### src/lage_pkg.sv
// Shared constants and types for the life grid engine.
package lage_pkg;

    // Field widths of the command and configuration channels.
    localparam int COORD_W    = 5;
    localparam int OP_W       = 2;
    localparam int SIDE_CFG_W = 6;

    // Default grid storage and the side in use after reset.
    localparam int                    GRID_DIM_DEFAULT = 32;
    localparam logic [SIDE_CFG_W-1:0] SIDE_RESET       = 6'd30;

    // Command codes.
    localparam logic [OP_W-1:0] OP_WRITE = 2'd0;
    localparam logic [OP_W-1:0] OP_READ  = 2'd1;
    localparam logic [OP_W-1:0] OP_STEP  = 2'd2;

    // Neighbor counts of the B3/S23 rule.
    localparam logic [3:0] LIVE_KEEP = 4'd2;
    localparam logic [3:0] LIVE_BORN = 4'd3;

    // Sequencer states.
    typedef enum logic [1:0] {
        ST_IDLE,
        ST_MODIFY,
        ST_GEN,
        ST_REPLY
    } state_t;

    // Control of the three-row window.
    typedef struct packed {
        logic clear;
        logic shift;
    } win_ctrl_t;

endpackage

### src/lage_cmd_if.sv
// Command channel: one cell access or one generation step per transfer.
interface lage_cmd_if;
    import lage_pkg::*;

    logic               valid;
    logic               ready;
    logic [OP_W-1:0]    op;
    logic [COORD_W-1:0] row;
    logic [COORD_W-1:0] column;
    logic               alive_in;

    modport source (output valid, output op, output row, output column, output alive_in,
                    input ready);
    modport sink (input valid, input op, input row, input column, input alive_in,
                  output ready);
endinterface

### src/lage_result_if.sv
// Result channel: one result per accepted command.
interface lage_result_if;
    logic valid;
    logic ready;
    logic cell_value;
    logic bad_coordinate;

    modport source (output valid, output cell_value, output bad_coordinate, input ready);
    modport sink (input valid, input cell_value, input bad_coordinate, output ready);
endinterface

### src/life_automaton_grid_engine_unit.sv
// Top level of the life grid engine: command sequencer, side register and result register.
// The engine holds a GRID_DIM by GRID_DIM grid of cells, all dead after reset, and takes one
// command at a time. A cell write or read goes through the transfer, one row fetch from the row
// memory and the result. A generation step sweeps the rows: the row memory has a single read
// port, so the sweep fetches one row word per cycle into a three-row window and writes each
// new row behind the fetch. The grid side in use is 1 to GRID_DIM (zero counts as 1, larger
// values saturate); cells outside it count as dead neighbors and keep their value. Per-row
// valid bits replace a clearing pass, so commands are taken right after reset. The side
// register must be written only while no command is in progress; the block itself does not
// enforce this.
module life_automaton_grid_engine_unit #(
    parameter int GRID_DIM = lage_pkg::GRID_DIM_DEFAULT
) (
    input  logic                              clk,
    input  logic                              rst_n,
    lage_cmd_if.sink                          cmd,
    lage_result_if.source                     result,
    input  logic                              cfg_wr_en,
    input  logic [lage_pkg::SIDE_CFG_W-1:0]   cfg_wr_data
);
    import lage_pkg::*;

    localparam int ROW_W  = $clog2(GRID_DIM);
    localparam int STEP_W = $clog2(GRID_DIM + 2);
    localparam int CMP_W  = (STEP_W > SIDE_CFG_W) ? STEP_W : SIDE_CFG_W;

    state_t              state_reg, state_next;
    logic [SIDE_CFG_W-1:0] side_cfg_reg;
    logic [CMP_W-1:0]    cfg_ext, side_cmp, step_cmp, in_row_cmp, in_col_cmp;
    logic [STEP_W-1:0]   step_reg;
    logic [STEP_W-1:0]   gen_wr_step;
    logic [OP_W-1:0]     op_reg;
    logic [ROW_W-1:0]    row_reg, col_reg;
    logic                alive_reg, bad_reg, value_reg;
    logic                rd_issued_reg;
    logic                out_valid_reg, out_value_reg, out_bad_reg;
    logic                in_bad, in_access, accept, out_free, out_load;
    logic                rd_en, wr_en;
    logic [ROW_W-1:0]    rd_addr, wr_addr;
    logic [GRID_DIM-1:0] rd_row, wr_row, mod_row, gen_row, below_row, col_mask;
    win_ctrl_t           win_ctrl;

    // Side in use: zero counts as one, values beyond the storage saturate.
    assign cfg_ext  = CMP_W'(side_cfg_reg);
    assign side_cmp = (cfg_ext == '0) ? CMP_W'(1)
                    : (cfg_ext > CMP_W'(GRID_DIM)) ? CMP_W'(GRID_DIM) : cfg_ext;

    // Column mask of the grid in use.
    always_comb
    begin
        for (int c = 0; c < GRID_DIM; c++)
        begin
            col_mask[c] = (CMP_W'(c) < side_cmp);
        end
    end

    // Coordinate check of the incoming command.
    assign in_row_cmp = CMP_W'(cmd.row);
    assign in_col_cmp = CMP_W'(cmd.column);
    assign in_bad     = (in_row_cmp >= side_cmp) || (in_col_cmp >= side_cmp);
    assign in_access  = (cmd.op == OP_WRITE) || (cmd.op == OP_READ);
    assign accept     = cmd.valid && cmd.ready;

    assign step_cmp    = CMP_W'(step_reg);
    assign gen_wr_step = step_reg - STEP_W'(2);
    assign out_free    = !out_valid_reg || result.ready;

    // Single-cell update of the fetched row.
    always_comb
    begin
        mod_row          = rd_row;
        mod_row[col_reg] = alive_reg;
    end

    // Sequencer state register.
    always_ff @(posedge clk or negedge rst_n)
    begin
        if (!rst_n)
        begin
            state_reg <= ST_IDLE;
        end
        else
        begin
            state_reg <= state_next;
        end
    end

    // Next state and memory, window and result control.
    always_comb
    begin
        state_next     = state_reg;
        cmd.ready      = 1'b0;
        rd_en          = 1'b0;
        rd_addr        = step_reg[ROW_W-1:0];
        wr_en          = 1'b0;
        wr_addr        = gen_wr_step[ROW_W-1:0];
        wr_row         = gen_row;
        win_ctrl.clear = 1'b0;
        win_ctrl.shift = 1'b0;
        out_load       = 1'b0;
        unique case (state_reg)
            ST_IDLE:
            begin
                cmd.ready = 1'b1;
                if (cmd.valid)
                begin
                    if (in_access && !in_bad)
                    begin
                        rd_en      = 1'b1;
                        rd_addr    = in_row_cmp[ROW_W-1:0];
                        state_next = ST_MODIFY;
                    end
                    else if (cmd.op == OP_STEP)
                    begin
                        win_ctrl.clear = 1'b1;
                        state_next     = ST_GEN;
                    end
                    else
                    begin
                        state_next = ST_REPLY;
                    end
                end
            end
            ST_MODIFY:
            begin
                if (op_reg == OP_WRITE)
                begin
                    wr_en   = 1'b1;
                    wr_addr = row_reg;
                    wr_row  = mod_row;
                end
                state_next = ST_REPLY;
            end
            ST_GEN:
            begin
                win_ctrl.shift = 1'b1;
                if (step_cmp < side_cmp)
                begin
                    rd_en = 1'b1;
                end
                if (step_reg >= STEP_W'(2))
                begin
                    wr_en = 1'b1;
                end
                if (step_cmp == side_cmp + CMP_W'(1))
                begin
                    state_next = ST_REPLY;
                end
            end
            ST_REPLY:
            begin
                if (out_free)
                begin
                    out_load   = 1'b1;
                    state_next = ST_IDLE;
                end
            end
            default:
            begin
                state_next = ST_IDLE;
            end
        endcase
    end

    // Control registers: side, sweep step, read tracking and result valid.
    always_ff @(posedge clk or negedge rst_n)
    begin
        if (!rst_n)
        begin
            side_cfg_reg  <= SIDE_RESET;
            step_reg      <= '0;
            rd_issued_reg <= 1'b0;
            out_valid_reg <= 1'b0;
        end
        else
        begin
            if (cfg_wr_en)
            begin
                side_cfg_reg <= cfg_wr_data;
            end
            if (accept)
            begin
                step_reg <= '0;
            end
            else if (state_reg == ST_GEN)
            begin
                step_reg <= step_reg + STEP_W'(1);
            end
            rd_issued_reg <= rd_en;
            if (out_load)
            begin
                out_valid_reg <= 1'b1;
            end
            else if (result.ready)
            begin
                out_valid_reg <= 1'b0;
            end
        end
    end

    // Command payload and result fields.
    always_ff @(posedge clk)
    begin
        if (accept)
        begin
            op_reg    <= cmd.op;
            row_reg   <= in_row_cmp[ROW_W-1:0];
            col_reg   <= in_col_cmp[ROW_W-1:0];
            alive_reg <= cmd.alive_in;
            bad_reg   <= in_access && in_bad;
            value_reg <= 1'b0;
        end
        else if ((state_reg == ST_MODIFY) && (op_reg == OP_READ))
        begin
            value_reg <= rd_row[col_reg];
        end
        if (out_load)
        begin
            out_value_reg <= value_reg;
            out_bad_reg   <= bad_reg;
        end
    end

    assign result.valid          = out_valid_reg;
    assign result.cell_value     = out_value_reg;
    assign result.bad_coordinate = out_bad_reg;

    // Rows past the last one fetched enter the window as dead.
    assign below_row = rd_issued_reg ? rd_row : '0;

    lage_row_store #(
        .GRID_DIM (GRID_DIM)
    ) u_store (
        .clk     (clk),
        .rst_n   (rst_n),
        .rd_en   (rd_en),
        .rd_addr (rd_addr),
        .wr_en   (wr_en),
        .wr_addr (wr_addr),
        .wr_row  (wr_row),
        .rd_row  (rd_row)
    );

    lage_gen_window #(
        .GRID_DIM (GRID_DIM)
    ) u_window (
        .clk       (clk),
        .ctrl      (win_ctrl),
        .below_row (below_row),
        .col_mask  (col_mask),
        .new_row   (gen_row)
    );

endmodule

### src/lage_row_store.sv
// Row memory of the grid with per-row valid bits so reset reads as all dead.
module lage_row_store #(
    parameter int GRID_DIM = lage_pkg::GRID_DIM_DEFAULT
) (
    input  logic                        clk,
    input  logic                        rst_n,
    input  logic                        rd_en,
    input  logic [$clog2(GRID_DIM)-1:0] rd_addr,
    input  logic                        wr_en,
    input  logic [$clog2(GRID_DIM)-1:0] wr_addr,
    input  logic [GRID_DIM-1:0]         wr_row,
    output logic [GRID_DIM-1:0]         rd_row
);
    import lage_pkg::*;

    logic [GRID_DIM-1:0] mem [GRID_DIM];
    logic [GRID_DIM-1:0] row_valid_reg;
    logic [GRID_DIM-1:0] rd_data_reg;
    logic                rd_valid_reg;

    // Memory write and registered read.
    always_ff @(posedge clk)
    begin
        if (wr_en)
        begin
            mem[wr_addr] <= wr_row;
        end
        if (rd_en)
        begin
            rd_data_reg <= mem[rd_addr];
        end
    end

    // A row never written since reset reads as all dead.
    always_ff @(posedge clk or negedge rst_n)
    begin
        if (!rst_n)
        begin
            row_valid_reg <= '0;
            rd_valid_reg  <= 1'b0;
        end
        else
        begin
            if (wr_en)
            begin
                row_valid_reg[wr_addr] <= 1'b1;
            end
            if (rd_en)
            begin
                rd_valid_reg <= row_valid_reg[rd_addr];
            end
        end
    end

    assign rd_row = rd_valid_reg ? rd_data_reg : '0;

endmodule

### src/lage_gen_window.sv
// Three-row window that row words shift through, with the life rule on the middle row.
module lage_gen_window #(
    parameter int GRID_DIM = lage_pkg::GRID_DIM_DEFAULT
) (
    input  logic                      clk,
    input  lage_pkg::win_ctrl_t       ctrl,
    input  logic [GRID_DIM-1:0]       below_row,
    input  logic [GRID_DIM-1:0]       col_mask,
    output logic [GRID_DIM-1:0]       new_row
);
    import lage_pkg::*;

    logic [GRID_DIM-1:0] up_reg;
    logic [GRID_DIM-1:0] mid_reg;
    logic [GRID_DIM-1:0] m_up, m_mid, m_below;
    logic [GRID_DIM-1:0] up_l, up_r, mid_l, mid_r, below_l, below_r;
    logic [3:0]          cnt [GRID_DIM];

    // Row words move up by one position per sweep step.
    always_ff @(posedge clk)
    begin
        if (ctrl.clear)
        begin
            up_reg  <= '0;
            mid_reg <= '0;
        end
        else if (ctrl.shift)
        begin
            up_reg  <= mid_reg;
            mid_reg <= below_row;
        end
    end

    // Columns outside the grid in use count as dead.
    assign m_up    = up_reg & col_mask;
    assign m_mid   = mid_reg & col_mask;
    assign m_below = below_row & col_mask;

    // Bit c of the left and right views holds the neighbor at column c-1 and c+1.
    assign up_l    = {m_up[GRID_DIM-2:0], 1'b0};
    assign up_r    = {1'b0, m_up[GRID_DIM-1:1]};
    assign mid_l   = {m_mid[GRID_DIM-2:0], 1'b0};
    assign mid_r   = {1'b0, m_mid[GRID_DIM-1:1]};
    assign below_l = {m_below[GRID_DIM-2:0], 1'b0};
    assign below_r = {1'b0, m_below[GRID_DIM-1:1]};

    // Neighbor count and rule for every column; columns outside the grid keep their value.
    always_comb
    begin
        for (int c = 0; c < GRID_DIM; c++)
        begin
            cnt[c] = 4'(up_l[c]) + 4'(m_up[c]) + 4'(up_r[c])
                   + 4'(mid_l[c]) + 4'(mid_r[c])
                   + 4'(below_l[c]) + 4'(m_below[c]) + 4'(below_r[c]);
            if (col_mask[c])
            begin
                new_row[c] = (cnt[c] == LIVE_BORN) || ((cnt[c] == LIVE_KEEP) && m_mid[c]);
            end
            else
            begin
                new_row[c] = mid_reg[c];
            end
        end
    end

endmodule
### src/flat_wrapper.sv
// flat-port wrapper written by rule: the top's interface ports become plain ports
module life_automaton_grid_engine_unit_flat import lage_pkg::*;
#(
    parameter int GRID_DIM = lage_pkg::GRID_DIM_DEFAULT
)
  (clk, rst_n, cfg_wr_en, cfg_wr_data, cmd_valid, cmd_op, cmd_row, cmd_column, cmd_alive_in, cmd_ready, result_valid, result_cell_value, result_bad_coordinate, result_ready);
  lage_cmd_if cmd_i ();
  lage_result_if result_i ();
  input  logic clk;
  input  logic rst_n;
  input  logic cfg_wr_en;
  input  logic [lage_pkg::SIDE_CFG_W-1:0] cfg_wr_data;
  input wire logic [$bits(cmd_i.valid)-1:0] cmd_valid;
  input wire logic [$bits(cmd_i.op)-1:0] cmd_op;
  input wire logic [$bits(cmd_i.row)-1:0] cmd_row;
  input wire logic [$bits(cmd_i.column)-1:0] cmd_column;
  input wire logic [$bits(cmd_i.alive_in)-1:0] cmd_alive_in;
  output wire logic [$bits(cmd_i.ready)-1:0] cmd_ready;
  output wire logic [$bits(result_i.valid)-1:0] result_valid;
  output wire logic [$bits(result_i.cell_value)-1:0] result_cell_value;
  output wire logic [$bits(result_i.bad_coordinate)-1:0] result_bad_coordinate;
  input wire logic [$bits(result_i.ready)-1:0] result_ready;
  assign cmd_i.valid = cmd_valid;
  assign cmd_i.op = cmd_op;
  assign cmd_i.row = cmd_row;
  assign cmd_i.column = cmd_column;
  assign cmd_i.alive_in = cmd_alive_in;
  assign cmd_ready = cmd_i.ready;
  assign result_valid = result_i.valid;
  assign result_cell_value = result_i.cell_value;
  assign result_bad_coordinate = result_i.bad_coordinate;
  assign result_i.ready = result_ready;
  life_automaton_grid_engine_unit #(.GRID_DIM(GRID_DIM)) u_core (.clk(clk), .rst_n(rst_n), .cmd(cmd_i), .result(result_i), .cfg_wr_en(cfg_wr_en), .cfg_wr_data(cfg_wr_data));
endmodule
### config.mk
export PLATFORM = sky130hd
export DESIGN_NAME = life_automaton_grid_engine_unit_flat
export DESIGN_NICKNAME = d
export VERILOG_FILES = /design/src/lage_pkg.sv /design/src/lage_cmd_if.sv /design/src/lage_result_if.sv /design/src/life_automaton_grid_engine_unit.sv /design/src/lage_row_store.sv /design/src/lage_gen_window.sv /design/src/flat_wrapper.sv
export SDC_FILE = /design/constraint.sdc
export NUM_CORES = 2
export LEC_CHECK = 0
export ABC_AREA = 1
export BUFFER_PORTS_ARGS = -buffer_cell sky130_fd_sc_hd__buf_2
export CORE_ASPECT_RATIO = 1.75
export CORE_UTILIZATION = 36
export DETAILED_ROUTE_END_ITERATION = 8
export GPL_ROUTABILITY_DRIVEN = 0
export GPL_TIMING_DRIVEN = 0
export PLACE_DENSITY = 0.49
export SYNTH_ARGS = -nofsm -noshare
export SYNTH_HDL_FRONTEND = slang
export SYNTH_HIERARCHICAL = 1
export SYNTH_SLANG_ARGS = --single-unit
### constraint.sdc
create_clock -name clk -period 13 [get_ports clk]
set_input_delay 2.6 -clock clk [delete_from_list [all_inputs] [get_ports clk]]
set_output_delay 2.6 -clock clk [all_outputs]
set_load 0.02 [all_outputs]
==> out/summary.txt <==
TritonCTS buffer count -> 108
Number of levels in the clock H-tree -> 3
Setup slack after placement -> 5.37 ns
Core area -> 155,000 sq um
Worst ir drop on vdd -> 0.132 mV
Remaining Overflow, GRT -> 0
Clock skew -> 0.0373 ns
Wire length of the first global-routing pass -> 284 mm
Top cell type's share of synthesized area -> 57.5%
Cell area after synthesis -> 56,000 sq um
Number of nets with antenna violations after detailed routing -> 0
Signal arrival time at the worst endpoint -> 7.45 ns
Crit path time final -> 7.12 ns
Type of the tightest min-delay check -> reg -> reg
Count of final setup violators -> 0
Number of storage elements in the synthesis netlist -> 1,186
Total via count in the routed design -> 39,900
Starting density of the core -> 36.2%
Post-Synthesis Net Count -> 5,563
Largest net degree at the start of global routing -> 50
# fillers -> 14,900
Horizontal die dimension -> 300 microns
Setup Buffers After CTS -> 0
Setup WS post-layout -> 5.88 ns
Share of layout cells above drive strength 1 -> 11.4%
Number of antenna violations at the first check in global routing -> 4
Max-cap viol count -> 0
Number of buffers inserted for hold repair after clock tree synthesis -> 0
Most frequently used flop master after synthesis -> sky130_fd_sc_hd__edfxtp_1
Part of the Yosys area used for sequential elements -> 62.1%
Slew at the pin closest to its max-slew limit -> 1.40 ns
Number of buffers added on ports -> 26
Total area of multi-input combinational cells -> 18,800 sq um
Async set-or-reset flop fraction in the synthesized netlist -> 4.13%
DP Wirelength -> 150 mm
Distinct cells, synth -> 45
CP startpoint kind -> flip-flop
Average wire per standard cell -> 26.6 microns
Gate count of the mapped netlist -> 5,297
Sequential standard cell area -> 34,700 sq um
Buffer levels on the longest clock path -> 3
Cell type with the largest total area after synthesis -> sky130_fd_sc_hd__edfxtp_1
RSZ-0062 raised after global routing -> false
Post-cts gate resize count -> 0
Clock tree from TritonCTS -> yes
Via count of the first global-routing pass -> 40,300
Sort of element at the end of the critical path -> flip-flop
CTS root buffer -> sky130_fd_sc_hd__clkbuf_16
Final standard cell count with taps included and fillers excluded -> 7,607
Post-synth EDFFs -> 1,072
WS Path Type -> reg -> reg
Max frequency -> 140 MHz
Chip Height -> 524 microns
Critical Path Fanout Max -> 32
Outcome -> finished with violations
Aggregate negative setup slack -> 0 ns
Leakage power of the design -> 0.0255 uW
Reg clk slew, reported paths -> 0.07 ns
Number of DRC markers in iteration 0 -> 3,224
Warnings from Yosys -> 6
Detailed-route DRC error count -> 4
Post-DR vias/cell -> 5.24
Area contributors post-synth -> sky130_fd_sc_hd__edfxtp_1, sky130_fd_sc_hd__nand2_1, sky130_fd_sc_hd__nand3_1
Relative slew slack -> 6.29%
Later-pin clock latency in the skew report -> 0.74 ns
Final number of max-transition violations -> 0
Detailed-router iteration count before antenna repair -> 9
Total die area -> 157,000 sq um
Nets@finish -> 5,750
Total I/O pin count -> 28
Power per cell area -> 213 nW/um^2
Portion of the clock cycle consumed by the worst path in the final layout -> 54.8%
Global Route Usage Sum -> 25.6%
Largest register FFs -> 1,024
Cell Rows -> 191
Data required time at the worst endpoint -> 13.33 ns
Violations in the final reports -> DRC
TritonCTS sink count -> 1,186
Number of hold-slack violations in the final timing report -> 0
Area grow syn2layout -> 13.8%
Number of cells after detailed placement -> 7,400
Largest register by flop count -> u_core/u_store/mem
Avg Inst Size Synth -> 10.6 sq um
Routed wire length -> 202 mm
==> final timing paths <==
kind                                               startpoint  depth (start not counted)  slack (ns)                                           end
worst min-delay path                 u_core/bad_reg$_DFFE_PP_                          0        0.44        u_core/result.bad_coordinate$_DFFE_PP_
worst max-delay path            u_core/cfg_ext[5]$_DFFE_PN0P_                         19        5.88          u_core/u_store/mem[28][26]$_DFFE_PP_
max in group asynchronous                               rst_n                          1       10.47                 u_core/cfg_ext[0]$_DFFE_PN0P_
worst min register to register       u_core/bad_reg$_DFFE_PP_                          0        0.44        u_core/result.bad_coordinate$_DFFE_PP_
min in group asynchronous                               rst_n                          1        1.96  u_core/u_store/row_valid_reg[28]$_DFFE_PN0P_
worst max register to register  u_core/cfg_ext[5]$_DFFE_PN0P_                         19        5.88          u_core/u_store/mem[28][26]$_DFFE_PP_
==> synth_stat cells (4+ instances only) <==
| cell type | count |
|---|---|
| sky130_fd_sc_hd__a22oi_1 | 6 |
| sky130_fd_sc_hd__o31ai_1 | 32 |
| sky130_fd_sc_hd__dfstp_2 | 4 |
| sky130_fd_sc_hd__buf_6 | 20 |
| sky130_fd_sc_hd__buf_1 | 17 |
| sky130_fd_sc_hd__dfxtp_1 | 65 |
| sky130_fd_sc_hd__buf_2 | 106 |
| sky130_fd_sc_hd__nor3_1 | 44 |
| sky130_fd_sc_hd__o21ai_0 | 117 |
| sky130_fd_sc_hd__nand2_2 | 34 |
| sky130_fd_sc_hd__inv_2 | 6 |
| sky130_fd_sc_hd__nand2_1 | 1705 |
| sky130_fd_sc_hd__o211ai_1 | 4 |
| sky130_fd_sc_hd__nand3_1 | 705 |
| sky130_fd_sc_hd__nor2_1 | 219 |
| sky130_fd_sc_hd__buf_4 | 40 |
| sky130_fd_sc_hd__dfrtp_1 | 45 |
| sky130_fd_sc_hd__o311ai_0 | 8 |
| sky130_fd_sc_hd__a21oi_2 | 51 |
| sky130_fd_sc_hd__edfxtp_1 | 1072 |
| sky130_fd_sc_hd__or2_2 | 61 |
| sky130_fd_sc_hd__nand4_1 | 33 |
| sky130_fd_sc_hd__a21oi_1 | 205 |
| sky130_fd_sc_hd__clkbuf_1 | 85 |
| sky130_fd_sc_hd__ha_1 | 118 |
| sky130_fd_sc_hd__fa_1 | 124 |
| sky130_fd_sc_hd__inv_1 | 341 |
==> cells by family (layout without fill, tap and decap cells) <==
| group | after synthesis | count (layout) | synth area share [%] |
|---|---|---|---|
| simple gates | 2808 | 2808 | 21.1 |
| flops | 1186 | 1186 | 62.1 |
| buf+inv | 621 | 902 | 5.09 |
| compound gates | 436 | 436 | 4.56 |
| fa+ha+maj | 242 | 242 | 7.07 |
| xor+xnor | 2 | 2 | 0.0447 |
| mux | 2 | 2 | 0.0402 |
| other cells | 0 | 3 | 0 |
==> layout by cell type, fill, tap and decap left out, types with 41 or more instances in the layout <==
| cell | instances |
|---|---|
| sky130_fd_sc_hd__dfrtp_1 | 45 |
| sky130_fd_sc_hd__inv_1 | 341 |
| sky130_fd_sc_hd__fa_1 | 124 |
| sky130_fd_sc_hd__clkbuf_16 | 111 |
| sky130_fd_sc_hd__a21oi_1 | 205 |
| sky130_fd_sc_hd__edfxtp_1 | 1072 |
| sky130_fd_sc_hd__ha_1 | 118 |
| sky130_fd_sc_hd__o21ai_0 | 104 |
| sky130_fd_sc_hd__nor2_1 | 187 |
| sky130_fd_sc_hd__nor3_1 | 44 |
| sky130_fd_sc_hd__buf_4 | 41 |
| sky130_fd_sc_hd__dfxtp_1 | 65 |
| sky130_fd_sc_hd__or2_2 | 61 |
| sky130_fd_sc_hd__nand3_1 | 705 |
| sky130_fd_sc_hd__clkbuf_1 | 98 |
| sky130_fd_sc_hd__a21oi_2 | 51 |
| sky130_fd_sc_hd__buf_2 | 131 |
| sky130_fd_sc_hd__nand2_1 | 1694 |
| sky130_fd_sc_hd__nand2_2 | 45 |
==> metrics by stage <==
stage,instance area [sq um],hold WS (ns),utilization [%],power (uW)
2_1_floorplan,56000,0.400,-,7780
3_3_place_gp,58600,0.421,37.9,10100
5_1_grt,63700,0.459,41.2,14100
4_1_cts,63700,0.443,41.2,13600
6_report,63700,0.440,41.2,13600
3_5_place_dp,60100,0.426,38.8,10300
==> power breakdown <==
part	switching [uW]	internal [uW]
logic	4100	1410
registers	147	4570
clock network	1480	1850
==> worst max-delay path, stage by stage (launching register included) <==
cell	delay [ns]
sky130_fd_sc_hd__dfrtp_1	0.50
sky130_fd_sc_hd__nor2_2	0.44
sky130_fd_sc_hd__nand3_1	0.15
sky130_fd_sc_hd__nand2_2	0.22
sky130_fd_sc_hd__ha_1	0.44
sky130_fd_sc_hd__inv_1	0.38
sky130_fd_sc_hd__a21oi_1	0.58
sky130_fd_sc_hd__nand2_1	0.10
sky130_fd_sc_hd__inv_1	0.17
sky130_fd_sc_hd__fa_1	0.44
sky130_fd_sc_hd__fa_1	0.54
sky130_fd_sc_hd__fa_1	0.42
sky130_fd_sc_hd__ha_1	0.24
sky130_fd_sc_hd__fa_1	0.39
sky130_fd_sc_hd__or2_2	0.28
sky130_fd_sc_hd__nand2_1	0.07
sky130_fd_sc_hd__nand2_1	0.05
sky130_fd_sc_hd__nand2_1	0.10
sky130_fd_sc_hd__nand2_1	0.13
sky130_fd_sc_hd__nand2_1	1.04
==> final cells by class <==
cell class / count / area share (%)
multi-input cells: 3490 / 29.4
diodes: 3 / 0.0118
repair buffers: 77 / 1.88
clock inverters: 79 / 1.26
clock buffers: 125 / 4.44
plain buffers: 274 / 2.43
flip-flops and latches: 1186 / 54.5
inverters: 347 / 2.04
well taps: 2026 / 3.98
==> routing by layer <==
layer,track usage (%),wire length [microns]
met1,23.9,64400
met2,50.7,113000
met3,2.97,8930
met4,18.3,16100
met5,0,13
No activity file was read; power rests on OpenSTA's default activity.
